`src/rtl/bpmd_pkg.sv`:
```
// shared types, widths, register codes and constants of the balance pd motor drive
`timescale 1ns / 1ps

package bpmd_pkg;

  // field widths
  localparam int ANGLE_W = 16;
  localparam int ERR_W   = 17;
  localparam int DRIVE_W = 14;
  localparam int DUTY_W  = 13;
  localparam int GAIN_W  = 16;
  localparam int CFG_W   = 16;
  localparam int IDX_W   = 3;

  // datapath widths
  localparam int MUL_A_W = 25;
  localparam int MUL_B_W = 17;
  localparam int PROD_W  = MUL_A_W + MUL_B_W;
  localparam int RATE_W  = 24;

  // register indexes
  localparam logic [IDX_W-1:0] REG_SETPOINT  = 3'd0;
  localparam logic [IDX_W-1:0] REG_KP_NORMAL = 3'd1;
  localparam logic [IDX_W-1:0] REG_KP_LARGE  = 3'd2;
  localparam logic [IDX_W-1:0] REG_KD_GAIN   = 3'd3;
  localparam logic [IDX_W-1:0] REG_ERR_LIMIT = 3'd4;
  localparam logic [IDX_W-1:0] REG_DEAD_OFS  = 3'd5;
  localparam logic [IDX_W-1:0] REG_MAX_PWM   = 3'd6;
  localparam logic [IDX_W-1:0] REG_MIN_PWM   = 3'd7;

  // register reset values
  localparam logic signed [15:0] SETPOINT_RST  = 16'sd0;
  localparam logic [15:0]        KP_NORMAL_RST = 16'd0;
  localparam logic [15:0]        KP_LARGE_RST  = 16'd1792;
  localparam logic [15:0]        KD_GAIN_RST   = 16'd819;
  localparam logic [15:0]        ERR_LIMIT_RST = 16'd100;
  localparam logic [12:0]        DEAD_OFS_RST  = 13'd2230;
  localparam logic [12:0]        MAX_PWM_RST   = 13'd6000;
  localparam logic signed [13:0] MIN_PWM_RST   = -14'sd6000;

  // fixed scale factors and limits
  localparam logic signed [MUL_B_W-1:0] RATE_SCALE  = 17'sd50;
  localparam logic signed [34:0]        DRIVE_LIMIT = 35'sd6000;

endpackage

```
`src/rtl/bpmd_if.sv`:
```
// valid/ready channel interfaces for the angle input and the drive result
`timescale 1ns / 1ps

interface bpmd_in_if;
  logic                     valid;
  logic                     ready;
  logic signed [15:0]       tilt_angle;

  modport source (output valid, output tilt_angle, input ready);
  modport sink   (input valid, input tilt_angle, output ready);
endinterface

interface bpmd_out_if;
  logic                     valid;
  logic                     ready;
  logic signed [13:0]       drive_out;
  logic [12:0]              right_fwd_duty;
  logic [12:0]              right_rev_duty;
  logic [12:0]              left_fwd_duty;
  logic [12:0]              left_rev_duty;

  modport source (output valid, output drive_out, output right_fwd_duty,
                  output right_rev_duty, output left_fwd_duty, output left_rev_duty,
                  input ready);
  modport sink   (input valid, input drive_out, input right_fwd_duty,
                  input right_rev_duty, input left_fwd_duty, input left_rev_duty,
                  output ready);
endinterface

```
`src/rtl/balance_pd_motor_drive.sv`:
```
// pd balance controller with dead-zone compensation and h-bridge duty split
//
// Usage
//   angle_ch carries one measured tilt angle per control tick (valid/ready).
//   drive_ch returns one item per angle: the clamped drive and four duty values.
//   cfg_we/cfg_index/cfg_data write the eight gain and limit registers; write
//   them only while no angle item is in flight.
// Timing
//   An accepted angle runs through a small sequencer that shares one 25x17
//   signed multiplier for the rate scale, the proportional product and the
//   derivative product. The result reaches the output register through the
//   error, rate, kp, kd, sum and drive steps; a new angle is taken only after
//   the result is loaded, so the block works on one angle at a time.
// Reset
//   rst (synchronous) returns the registers to their defaults, clears the
//   stored previous error and drops drive_ch.valid.
// Stall
//   The output register holds the result until drive_ch.ready; the next angle
//   may be accepted meanwhile, and its result waits in the final step until
//   the output register is free.
`timescale 1ns / 1ps

module balance_pd_motor_drive (
  input  logic                            clk,
  input  logic                            rst,
  bpmd_in_if.sink                         angle_ch,
  bpmd_out_if.source                      drive_ch,
  input  logic                            cfg_we,
  input  logic [bpmd_pkg::IDX_W-1:0]      cfg_index,
  input  logic [bpmd_pkg::CFG_W-1:0]      cfg_data
);

  // sequencer codes
  localparam logic [2:0] S_IDLE = 3'd0;
  localparam logic [2:0] S_ERR  = 3'd1;
  localparam logic [2:0] S_RATE = 3'd2;
  localparam logic [2:0] S_KP   = 3'd3;
  localparam logic [2:0] S_KD   = 3'd4;
  localparam logic [2:0] S_SUM  = 3'd5;
  localparam logic [2:0] S_DRV  = 3'd6;
  localparam logic [2:0] S_OUT  = 3'd7;

  logic [2:0] state, state_next;

  // configuration registers
  logic signed [15:0] setpoint_angle;
  logic [15:0]        kp_normal, kp_large, kd_gain, err_limit;
  logic [12:0]        dead_offset, max_pwm;
  logic signed [13:0] min_pwm;

  // working registers
  logic signed [15:0]                      angle;
  logic signed [bpmd_pkg::ERR_W-1:0]       err;
  logic signed [bpmd_pkg::ERR_W-1:0]       prev_error;
  logic [15:0]                             kp_sel;
  logic signed [bpmd_pkg::RATE_W-1:0]      rate;
  logic signed [bpmd_pkg::PROD_W-1:0]      prod;
  logic signed [bpmd_pkg::PROD_W-1:0]      acc;
  logic signed [bpmd_pkg::DRIVE_W-1:0]     drive;

  // output register
  logic               out_valid;
  logic signed [13:0] drive_q;
  logic [12:0]        rfwd_q, rrev_q, lfwd_q, lrev_q;

  logic accept, out_load;
  assign accept   = angle_ch.valid && angle_ch.ready;
  assign out_load = (state == S_OUT) && (!out_valid || drive_ch.ready);

  assign angle_ch.ready          = (state == S_IDLE);
  assign drive_ch.valid          = out_valid;
  assign drive_ch.drive_out      = drive_q;
  assign drive_ch.right_fwd_duty = rfwd_q;
  assign drive_ch.right_rev_duty = rrev_q;
  assign drive_ch.left_fwd_duty  = lfwd_q;
  assign drive_ch.left_rev_duty  = lrev_q;

  // configuration writes
  always_ff @(posedge clk) begin
    if (rst) begin
      setpoint_angle <= bpmd_pkg::SETPOINT_RST;
      kp_normal      <= bpmd_pkg::KP_NORMAL_RST;
      kp_large       <= bpmd_pkg::KP_LARGE_RST;
      kd_gain        <= bpmd_pkg::KD_GAIN_RST;
      err_limit      <= bpmd_pkg::ERR_LIMIT_RST;
      dead_offset    <= bpmd_pkg::DEAD_OFS_RST;
      max_pwm        <= bpmd_pkg::MAX_PWM_RST;
      min_pwm        <= bpmd_pkg::MIN_PWM_RST;
    end else if (cfg_we) begin
      unique case (cfg_index)
        bpmd_pkg::REG_SETPOINT:  setpoint_angle <= $signed(cfg_data);
        bpmd_pkg::REG_KP_NORMAL: kp_normal      <= cfg_data;
        bpmd_pkg::REG_KP_LARGE:  kp_large       <= cfg_data;
        bpmd_pkg::REG_KD_GAIN:   kd_gain        <= cfg_data;
        bpmd_pkg::REG_ERR_LIMIT: err_limit      <= cfg_data;
        bpmd_pkg::REG_DEAD_OFS:  dead_offset    <= cfg_data[12:0];
        bpmd_pkg::REG_MAX_PWM:   max_pwm        <= cfg_data[12:0];
        bpmd_pkg::REG_MIN_PWM:   min_pwm        <= $signed(cfg_data[13:0]);
        default: ;
      endcase
    end
  end

  // error and proportional gain choice
  logic signed [bpmd_pkg::ERR_W-1:0] err_next;
  logic [bpmd_pkg::ERR_W-1:0]        err_mag;
  always_comb begin
    err_next = {setpoint_angle[15], setpoint_angle} - {angle[15], angle};
    err_mag  = err_next[bpmd_pkg::ERR_W-1] ? -err_next : err_next;
  end

  // error difference for the rate term
  logic signed [bpmd_pkg::ERR_W:0] diff;
  assign diff = {err[bpmd_pkg::ERR_W-1], err} - {prev_error[bpmd_pkg::ERR_W-1], prev_error};

  // shared multiplier operand select
  logic signed [bpmd_pkg::MUL_A_W-1:0] mul_a;
  logic signed [bpmd_pkg::MUL_B_W-1:0] mul_b;
  logic signed [bpmd_pkg::PROD_W-1:0]  mul_p;
  always_comb begin
    mul_a = {bpmd_pkg::MUL_A_W{1'b0}};
    mul_b = {bpmd_pkg::MUL_B_W{1'b0}};
    case (state)
      S_RATE: begin
        mul_a = bpmd_pkg::MUL_A_W'(diff);
        mul_b = bpmd_pkg::RATE_SCALE;
      end
      S_KP: begin
        mul_a = bpmd_pkg::MUL_A_W'(err);
        mul_b = $signed({1'b0, kp_sel});
      end
      S_KD: begin
        mul_a = bpmd_pkg::MUL_A_W'(rate);
        mul_b = $signed({1'b0, kd_gain});
      end
      default: ;
    endcase
    mul_p = mul_a * mul_b;
  end

  // floor shift, dead-zone offset and drive clamp
  logic signed [33:0] shifted;
  logic signed [34:0] dz;
  logic signed [bpmd_pkg::DRIVE_W-1:0] drive_next;
  always_comb begin
    shifted = acc[bpmd_pkg::PROD_W-1:8];
    if (shifted > 34'sd0) begin
      dz = {shifted[33], shifted} + $signed({22'd0, dead_offset});
    end else if (shifted < 34'sd0) begin
      dz = {shifted[33], shifted} - $signed({22'd0, dead_offset});
    end else begin
      dz = 35'sd0;
    end
    if (dz > bpmd_pkg::DRIVE_LIMIT) begin
      drive_next = bpmd_pkg::DRIVE_W'(bpmd_pkg::DRIVE_LIMIT);
    end else if (dz < -bpmd_pkg::DRIVE_LIMIT) begin
      drive_next = bpmd_pkg::DRIVE_W'(-bpmd_pkg::DRIVE_LIMIT);
    end else begin
      drive_next = dz[bpmd_pkg::DRIVE_W-1:0];
    end
  end

  // wheel clamps and h-bridge split
  logic signed [14:0] right_v, left_v, neg_right, neg_left, hi_lim, lo_lim;
  always_comb begin
    hi_lim  = $signed({2'b00, max_pwm});
    lo_lim  = {min_pwm[13], min_pwm};
    right_v = -{drive[13], drive};
    left_v  = {drive[13], drive};
    if (right_v > hi_lim) right_v = hi_lim;
    if (right_v < lo_lim) right_v = lo_lim;
    if (left_v > hi_lim)  left_v = hi_lim;
    if (left_v < lo_lim)  left_v = lo_lim;
    neg_right = -right_v;
    neg_left  = -left_v;
  end

  // sequencer
  always_comb begin
    state_next = state;
    unique case (state)
      S_IDLE: if (accept) state_next = S_ERR;
      S_ERR:  state_next = S_RATE;
      S_RATE: state_next = S_KP;
      S_KP:   state_next = S_KD;
      S_KD:   state_next = S_SUM;
      S_SUM:  state_next = S_DRV;
      S_DRV:  state_next = S_OUT;
      S_OUT:  if (out_load) state_next = S_IDLE;
      default: state_next = S_IDLE;
    endcase
  end

  always_ff @(posedge clk) begin
    if (rst) begin
      state      <= S_IDLE;
      prev_error <= '0;
    end else begin
      state <= state_next;
      if (state == S_RATE) prev_error <= err;
    end
  end

  // datapath registers
  always_ff @(posedge clk) begin
    if (accept) angle <= angle_ch.tilt_angle;
    if (state == S_ERR) begin
      err    <= err_next;
      kp_sel <= (err_mag >= {1'b0, err_limit}) ? kp_large : kp_normal;
    end
    if (state == S_RATE || state == S_KP || state == S_KD) prod <= mul_p;
    if (state == S_KP)  rate  <= prod[bpmd_pkg::RATE_W-1:0];
    if (state == S_KD)  acc   <= prod;
    if (state == S_SUM) acc   <= acc + prod;
    if (state == S_DRV) drive <= drive_next;
  end

  // output register
  always_ff @(posedge clk) begin
    if (rst) begin
      out_valid <= 1'b0;
    end else if (out_load) begin
      out_valid <= 1'b1;
    end else if (drive_ch.ready) begin
      out_valid <= 1'b0;
    end
  end

  always_ff @(posedge clk) begin
    if (out_load) begin
      drive_q <= drive;
      if (right_v > 15'sd0) begin
        rfwd_q <= '0;
        rrev_q <= right_v[12:0];
      end else begin
        rfwd_q <= neg_right[12:0];
        rrev_q <= '0;
      end
      if (left_v > 15'sd0) begin
        lfwd_q <= left_v[12:0];
        lrev_q <= '0;
      end else begin
        lfwd_q <= '0;
        lrev_q <= neg_left[12:0];
      end
    end
  end

endmodule

```
`src/flat_wrapper.sv`:
```
// flat-port wrapper written by rule: the top's interface ports become plain ports
module balance_pd_motor_drive_flat 
  (clk, rst, cfg_we, cfg_index, cfg_data, angle_ch_valid, angle_ch_tilt_angle, angle_ch_ready, drive_ch_valid, drive_ch_drive_out, drive_ch_right_fwd_duty, drive_ch_right_rev_duty, drive_ch_left_fwd_duty, drive_ch_left_rev_duty, drive_ch_ready);
  bpmd_in_if angle_ch_i ();
  bpmd_out_if drive_ch_i ();
  input  logic clk;
  input  logic rst;
  input  logic cfg_we;
  input  logic [bpmd_pkg::IDX_W-1:0] cfg_index;
  input  logic [bpmd_pkg::CFG_W-1:0] cfg_data;
  input wire logic [$bits(angle_ch_i.valid)-1:0] angle_ch_valid;
  input wire logic [$bits(angle_ch_i.tilt_angle)-1:0] angle_ch_tilt_angle;
  output wire logic [$bits(angle_ch_i.ready)-1:0] angle_ch_ready;
  output wire logic [$bits(drive_ch_i.valid)-1:0] drive_ch_valid;
  output wire logic [$bits(drive_ch_i.drive_out)-1:0] drive_ch_drive_out;
  output wire logic [$bits(drive_ch_i.right_fwd_duty)-1:0] drive_ch_right_fwd_duty;
  output wire logic [$bits(drive_ch_i.right_rev_duty)-1:0] drive_ch_right_rev_duty;
  output wire logic [$bits(drive_ch_i.left_fwd_duty)-1:0] drive_ch_left_fwd_duty;
  output wire logic [$bits(drive_ch_i.left_rev_duty)-1:0] drive_ch_left_rev_duty;
  input wire logic [$bits(drive_ch_i.ready)-1:0] drive_ch_ready;
  assign angle_ch_i.valid = angle_ch_valid;
  assign angle_ch_i.tilt_angle = angle_ch_tilt_angle;
  assign angle_ch_ready = angle_ch_i.ready;
  assign drive_ch_valid = drive_ch_i.valid;
  assign drive_ch_drive_out = drive_ch_i.drive_out;
  assign drive_ch_right_fwd_duty = drive_ch_i.right_fwd_duty;
  assign drive_ch_right_rev_duty = drive_ch_i.right_rev_duty;
  assign drive_ch_left_fwd_duty = drive_ch_i.left_fwd_duty;
  assign drive_ch_left_rev_duty = drive_ch_i.left_rev_duty;
  assign drive_ch_i.ready = drive_ch_ready;
  balance_pd_motor_drive u_core (.clk(clk), .rst(rst), .angle_ch(angle_ch_i), .drive_ch(drive_ch_i), .cfg_we(cfg_we), .cfg_index(cfg_index), .cfg_data(cfg_data));
endmodule
```
`config.mk`:
```
export PLATFORM = sky130hd
export DESIGN_NAME = balance_pd_motor_drive_flat
export DESIGN_NICKNAME = d
export VERILOG_FILES = /design/src/rtl/bpmd_pkg.sv /design/src/rtl/bpmd_if.sv /design/src/rtl/balance_pd_motor_drive.sv /design/src/flat_wrapper.sv
export SDC_FILE = /design/constraint.sdc
export NUM_CORES = 2
export LEC_CHECK = 0
export BUFFER_PORTS_ARGS = -buffer_cell sky130_fd_sc_hd__buf_2
export CORE_MARGIN = 5
export CORE_UTILIZATION = 60
export CTS_CLUSTER_SIZE = 12
export DETAILED_ROUTE_END_ITERATION = 8
export PLACE_DENSITY = 0.75
export SLEW_MARGIN = 10
export SYNTH_ARGS = -nofsm -noshare
export SYNTH_HDL_FRONTEND = slang
export SYNTH_SLANG_ARGS = --single-unit
```
`constraint.sdc`:
```
create_clock -name clk -period 11.75 [get_ports clk]
set_input_delay 3.525 -clock clk [delete_from_list [all_inputs] [get_ports clk]]
set_output_delay 3.525 -clock clk [all_outputs]
set_load 0.01 [all_outputs]
```
==> impl_metrics.py <==
metrics = {
    "status": {
        "status": "finished clean",
    },
    "flow_run": {
        "cap_violations": 0,
    },
    "power": {
        "switching_share_pct": 41.9,
        "power_frac_comb_pct": 45.8,
        "vdd_drop_max_mv": 0.114,
        "p_switching_mw": 2.51,
        "intPower_mw": 3.48,
        "p_clk_share_pct": 22.6,
        "p_per_area_nw_per_um2": 148,
        "power_frac_seq_pct": 31.5,
        "p_leak_nw": 17.8,
    },
    "clocking": {
        "root_buffer": "clkbuf_16",
        "cts_tree": "done",
        "post_cts_resized": 0,
        "clkSlewWorstSetupHoldPaths_ns": 0.06,
        "htreeDepth": 2,
        "clock-sinks": 378,
        "numCtsBuffers": 43,
        "cts-hold-fix-buffers": 0,
        "clock_path_buffers": 3,
        "post_cts_buffers": 0,
        "clk_latency_ns": 0.59,
    },
    "global_routing": {
        "grt_most_used_layer": "met2",
        "grt_max_degree": 101,
        "grt_use_met3_pct": 4.49,
        "gr-total-overflow": 0,
        "grt_pass1_wl_um": 165000,
        "grt_pass1_vias": 30188,
        "use_met1_pct": 40.4,
        "antenna_found_initial": 0,
        "use_met2_pct": 49.7,
        "grt_util_all_layers_pct": 30.4,
    },
    "routing": {
        "drcViolationCount": 0,
        "ant_nets": 0,
        "dr.pass1.iters": 6,
        "vias": 31226,
        "drtIter0Drc": 2967,
        "routed_wirelength_um": 104000,
        "via_per_inst": 6.10,
        "wl_per_cell_um": 20.4,
    },
    "sta": {
        "finalSetupTns_ns": 0,
        "tightestPinTransition_ns": 1.19,
        "setup_viol": 0,
        "fmax_ghz": 0.101,
        "timing.final.ws_setup_ns": 1.81,
        "layout_min_cycle_time_ns": 9.94,
        "finalHoldViolCount": 0,
        "clock_skew_ns": 0.0309,
        "rsz0062_at_grt": "no",
        "slew_viol_final": 0,
        "min_period_over_period_pct": 84.6,
        "slew-limit-headroom_pct": 20.5,
    },
    "worst_setup_path": {
        "timing.rr.start": "u_core.err[0]",
        "cp.required_ns": 12.06,
        "arrival_ns": 10.25,
        "startpoint_type": "flip-flop",
        "r2r_slack_ns": 1.81,
        "critPathMaxFanout": 11,
        "max_stage_delay_ns": 0.60,
        "cp_slowest_cell": "fa_1",
        "crit_end": "u_core.prod[39]",
        "critical_path_class": "flip-flop to flip-flop",
        "worst_r2r_endpoint": "u_core.prod[39]",
        "cp-startpoint": "u_core.err[0]",
        "path_common_cell": "fa_1",
        "reg2reg_depth": 35,
        "crit_path_end_kind": "flip-flop",
    },
    "synth": {
        "async_reset_ff_share_pct": 0,
        "dominantRegCellSynth": "edfxtp_1",
        "syn_avg_cell_area_um2": 8.94,
        "synth_cells": 4236,
        "yosysWarningCount": 0,
        "syn_area_um2": 37900,
        "ys_ff_latch": 378,
        "synth_fp_nets": 4940,
        "synth.top_cell.area_share_pct": 20.4,
        "synthTopCellsByArea": "fa_1 20%, edfxtp_1 19%, ha_1 9.2%",
        "synth_top_area_cell": "fa_1",
        "seq_area_frac_synth_pct": 26.2,
        "synth-edff-count": 237,
        "synthDistinctLibCells": 88,
    },
    "die": {
        "rows": 92,
        "start_util_pct": 60.3,
        "die_y_um": 261,
        "dieArea_um2": 68200,
        "num_io_pins": 108,
        "fp.coreArea_um2": 62900,
        "die_w_um": 261,
    },
    "final_layout": {
        "final_nets": 4943,
        "fill_cells": 5253,
        "drive_above_1_share_pct": 7.65,
        "mostFrequentLayoutCells": "618 x inv_1, 551 x nand2_1, 386 x fa_1, 314 x a21oi_1, 287 x nor2_1",
        "antenna_cells": 0,
        "layout_commonest_cell": "inv_1",
        "area_growth_pct": 7.05,
    },
    "placed_design": {
        "gp_congestion": 0.955,
        "io_buffers": 107,
        "dp_hpwl_um": 79400,
        "pre_cts_slack_ns": 1.98,
    },
    "hold_path": {
        "hp-class": "flip-flop to flip-flop",
        "hp-start": "u_core.prev_error[10]",
    },
}
==> per-layer routing <==
layer,wire (um),part of all wire [%]
met5,0,0
met1,41300,40
met2,48700,47
met3,8780,8.4
met4,5540,5.3
==> registers in the layout (all words and copies together), names as in the netlist, 3 cells and up <==
signal and flops:
u_core.min_pwm 14, u_core.kd_gain 16, u_core.state 3, u_core.kp_large 16
u_core.prev_error 17, u_core.rate 24, u_core.drive_ch.left_rev_duty 13, u_core.drive_ch.right_rev_duty 13
u_core.prod 42, u_core.drive_ch.left_fwd_duty 13, u_core.err 17, u_core.drive_ch.drive_out 14
u_core.err_limit 16, u_core.kp_sel 16, u_core.angle 16, u_core.acc 42
u_core.max_pwm 13, u_core.kp_normal 16, u_core.drive 14, u_core.setpoint_angle 16
u_core.dead_offset 13, u_core.drive_ch.right_fwd_duty 13
==> power groups by stage <==
stage / Sequential, mW / Clock, mW / Combinational (mW)
after floorplan: 1.82 / 0 / 1.98
after global placement: 1.91 / 0 / 2.63
after detailed placement: 1.91 / 0 / 2.68
after CTS: 1.88 / 1.38 / 2.70
after global routing: 1.90 / 1.44 / 3.03
final: 1.89 / 1.36 / 2.74
==> area by class of cell <==
type | instances | area [um^2] | area share (%)
clock inverters | 15 | 176 | 0.435
well taps | 846 | 1060 | 2.61
flip-flops and latches | 378 | 9940 | 24.5
clock buffers | 65 | 1230 | 3.04
repair buffers | 156 | 906 | 2.23
inverters | 619 | 2320 | 5.73
multi-input cells | 3041 | 24900 | 61.4
==> critical path: cells and delay by family, from the launching register on <==
kind | cells | cell delay [ns]
buffers and inverters | 4 | 0.21
flip-flops | 1 | 0.36
adder cells (fa/ha/maj) | 9 | 4.13
XOR/XNOR | 2 | 0.35
AND/OR/NAND/NOR | 3 | 0.47
AO/OA/AOI/OAI | 17 | 4.15
==> how the worst min path moves through the flow <==
stage	cells after the start	to	slack, ns
6_report	2	u_core.prev_error[10]	0.45
3_3_place_gp	2	u_core.kp_large[1]	0.44
3_5_place_dp	2	u_core.kp_normal[15]	0.45
4_1_cts	2	u_core.prev_error[7]	0.45
5_1_grt	2	u_core.prev_error[9]	0.47
2_1_floorplan	0	u_core.drive_ch.drive_out[13]	0.42
==> synthesized netlist by cell type (23+ instances only) <==
library cell    n
a22oi_1        26
dfxtp_1       141
ha_1          278
o21bai_1       23
xnor2_1       112
nand3_1        46
xor2_1         52
inv_1         618
edfxtp_1      237
nor3_1         50
clkbuf_1      161
a31oi_1        23
nor2b_1        36
and2_1         29
a21o_1         68
fa_1          386
nor2_1        288
a21oi_1       315
nand2_1       552
nand2b_1       30
mux2_2         42
a211oi_1       33
nand3b_1       24
mux2i_1        34
o21ai_0       204
o21a_1         34
nand4_1        31
and3_1         27
==> through the flow <==
stage	cells	hold slack (ns)	area (um^2)	total power, mW	util, %
2_1_floorplan	4236	0.424	37900	3.80	-
3_3_place_gp	5040	0.439	39100	4.54	62.3
6_report	5120	0.452	40500	5.99	64.5
4_1_cts	5120	0.454	40500	5.96	64.5
3_5_place_dp	5040	0.446	39100	4.58	62.3
5_1_grt	5120	0.471	40500	6.36	64.5
==> logic make-up after synthesis <==
kind of cell,synth area share [%]
DFF,26.2
adders and majority gates,29.6
buffers and inverters,8.20
muxes,2.15
xor gates and xnor gates,3.79
AOI/OAI and AO/OA,15.6
and+or+nand+nor,14.5
No activity file was read; power rests on OpenSTA's default activity.
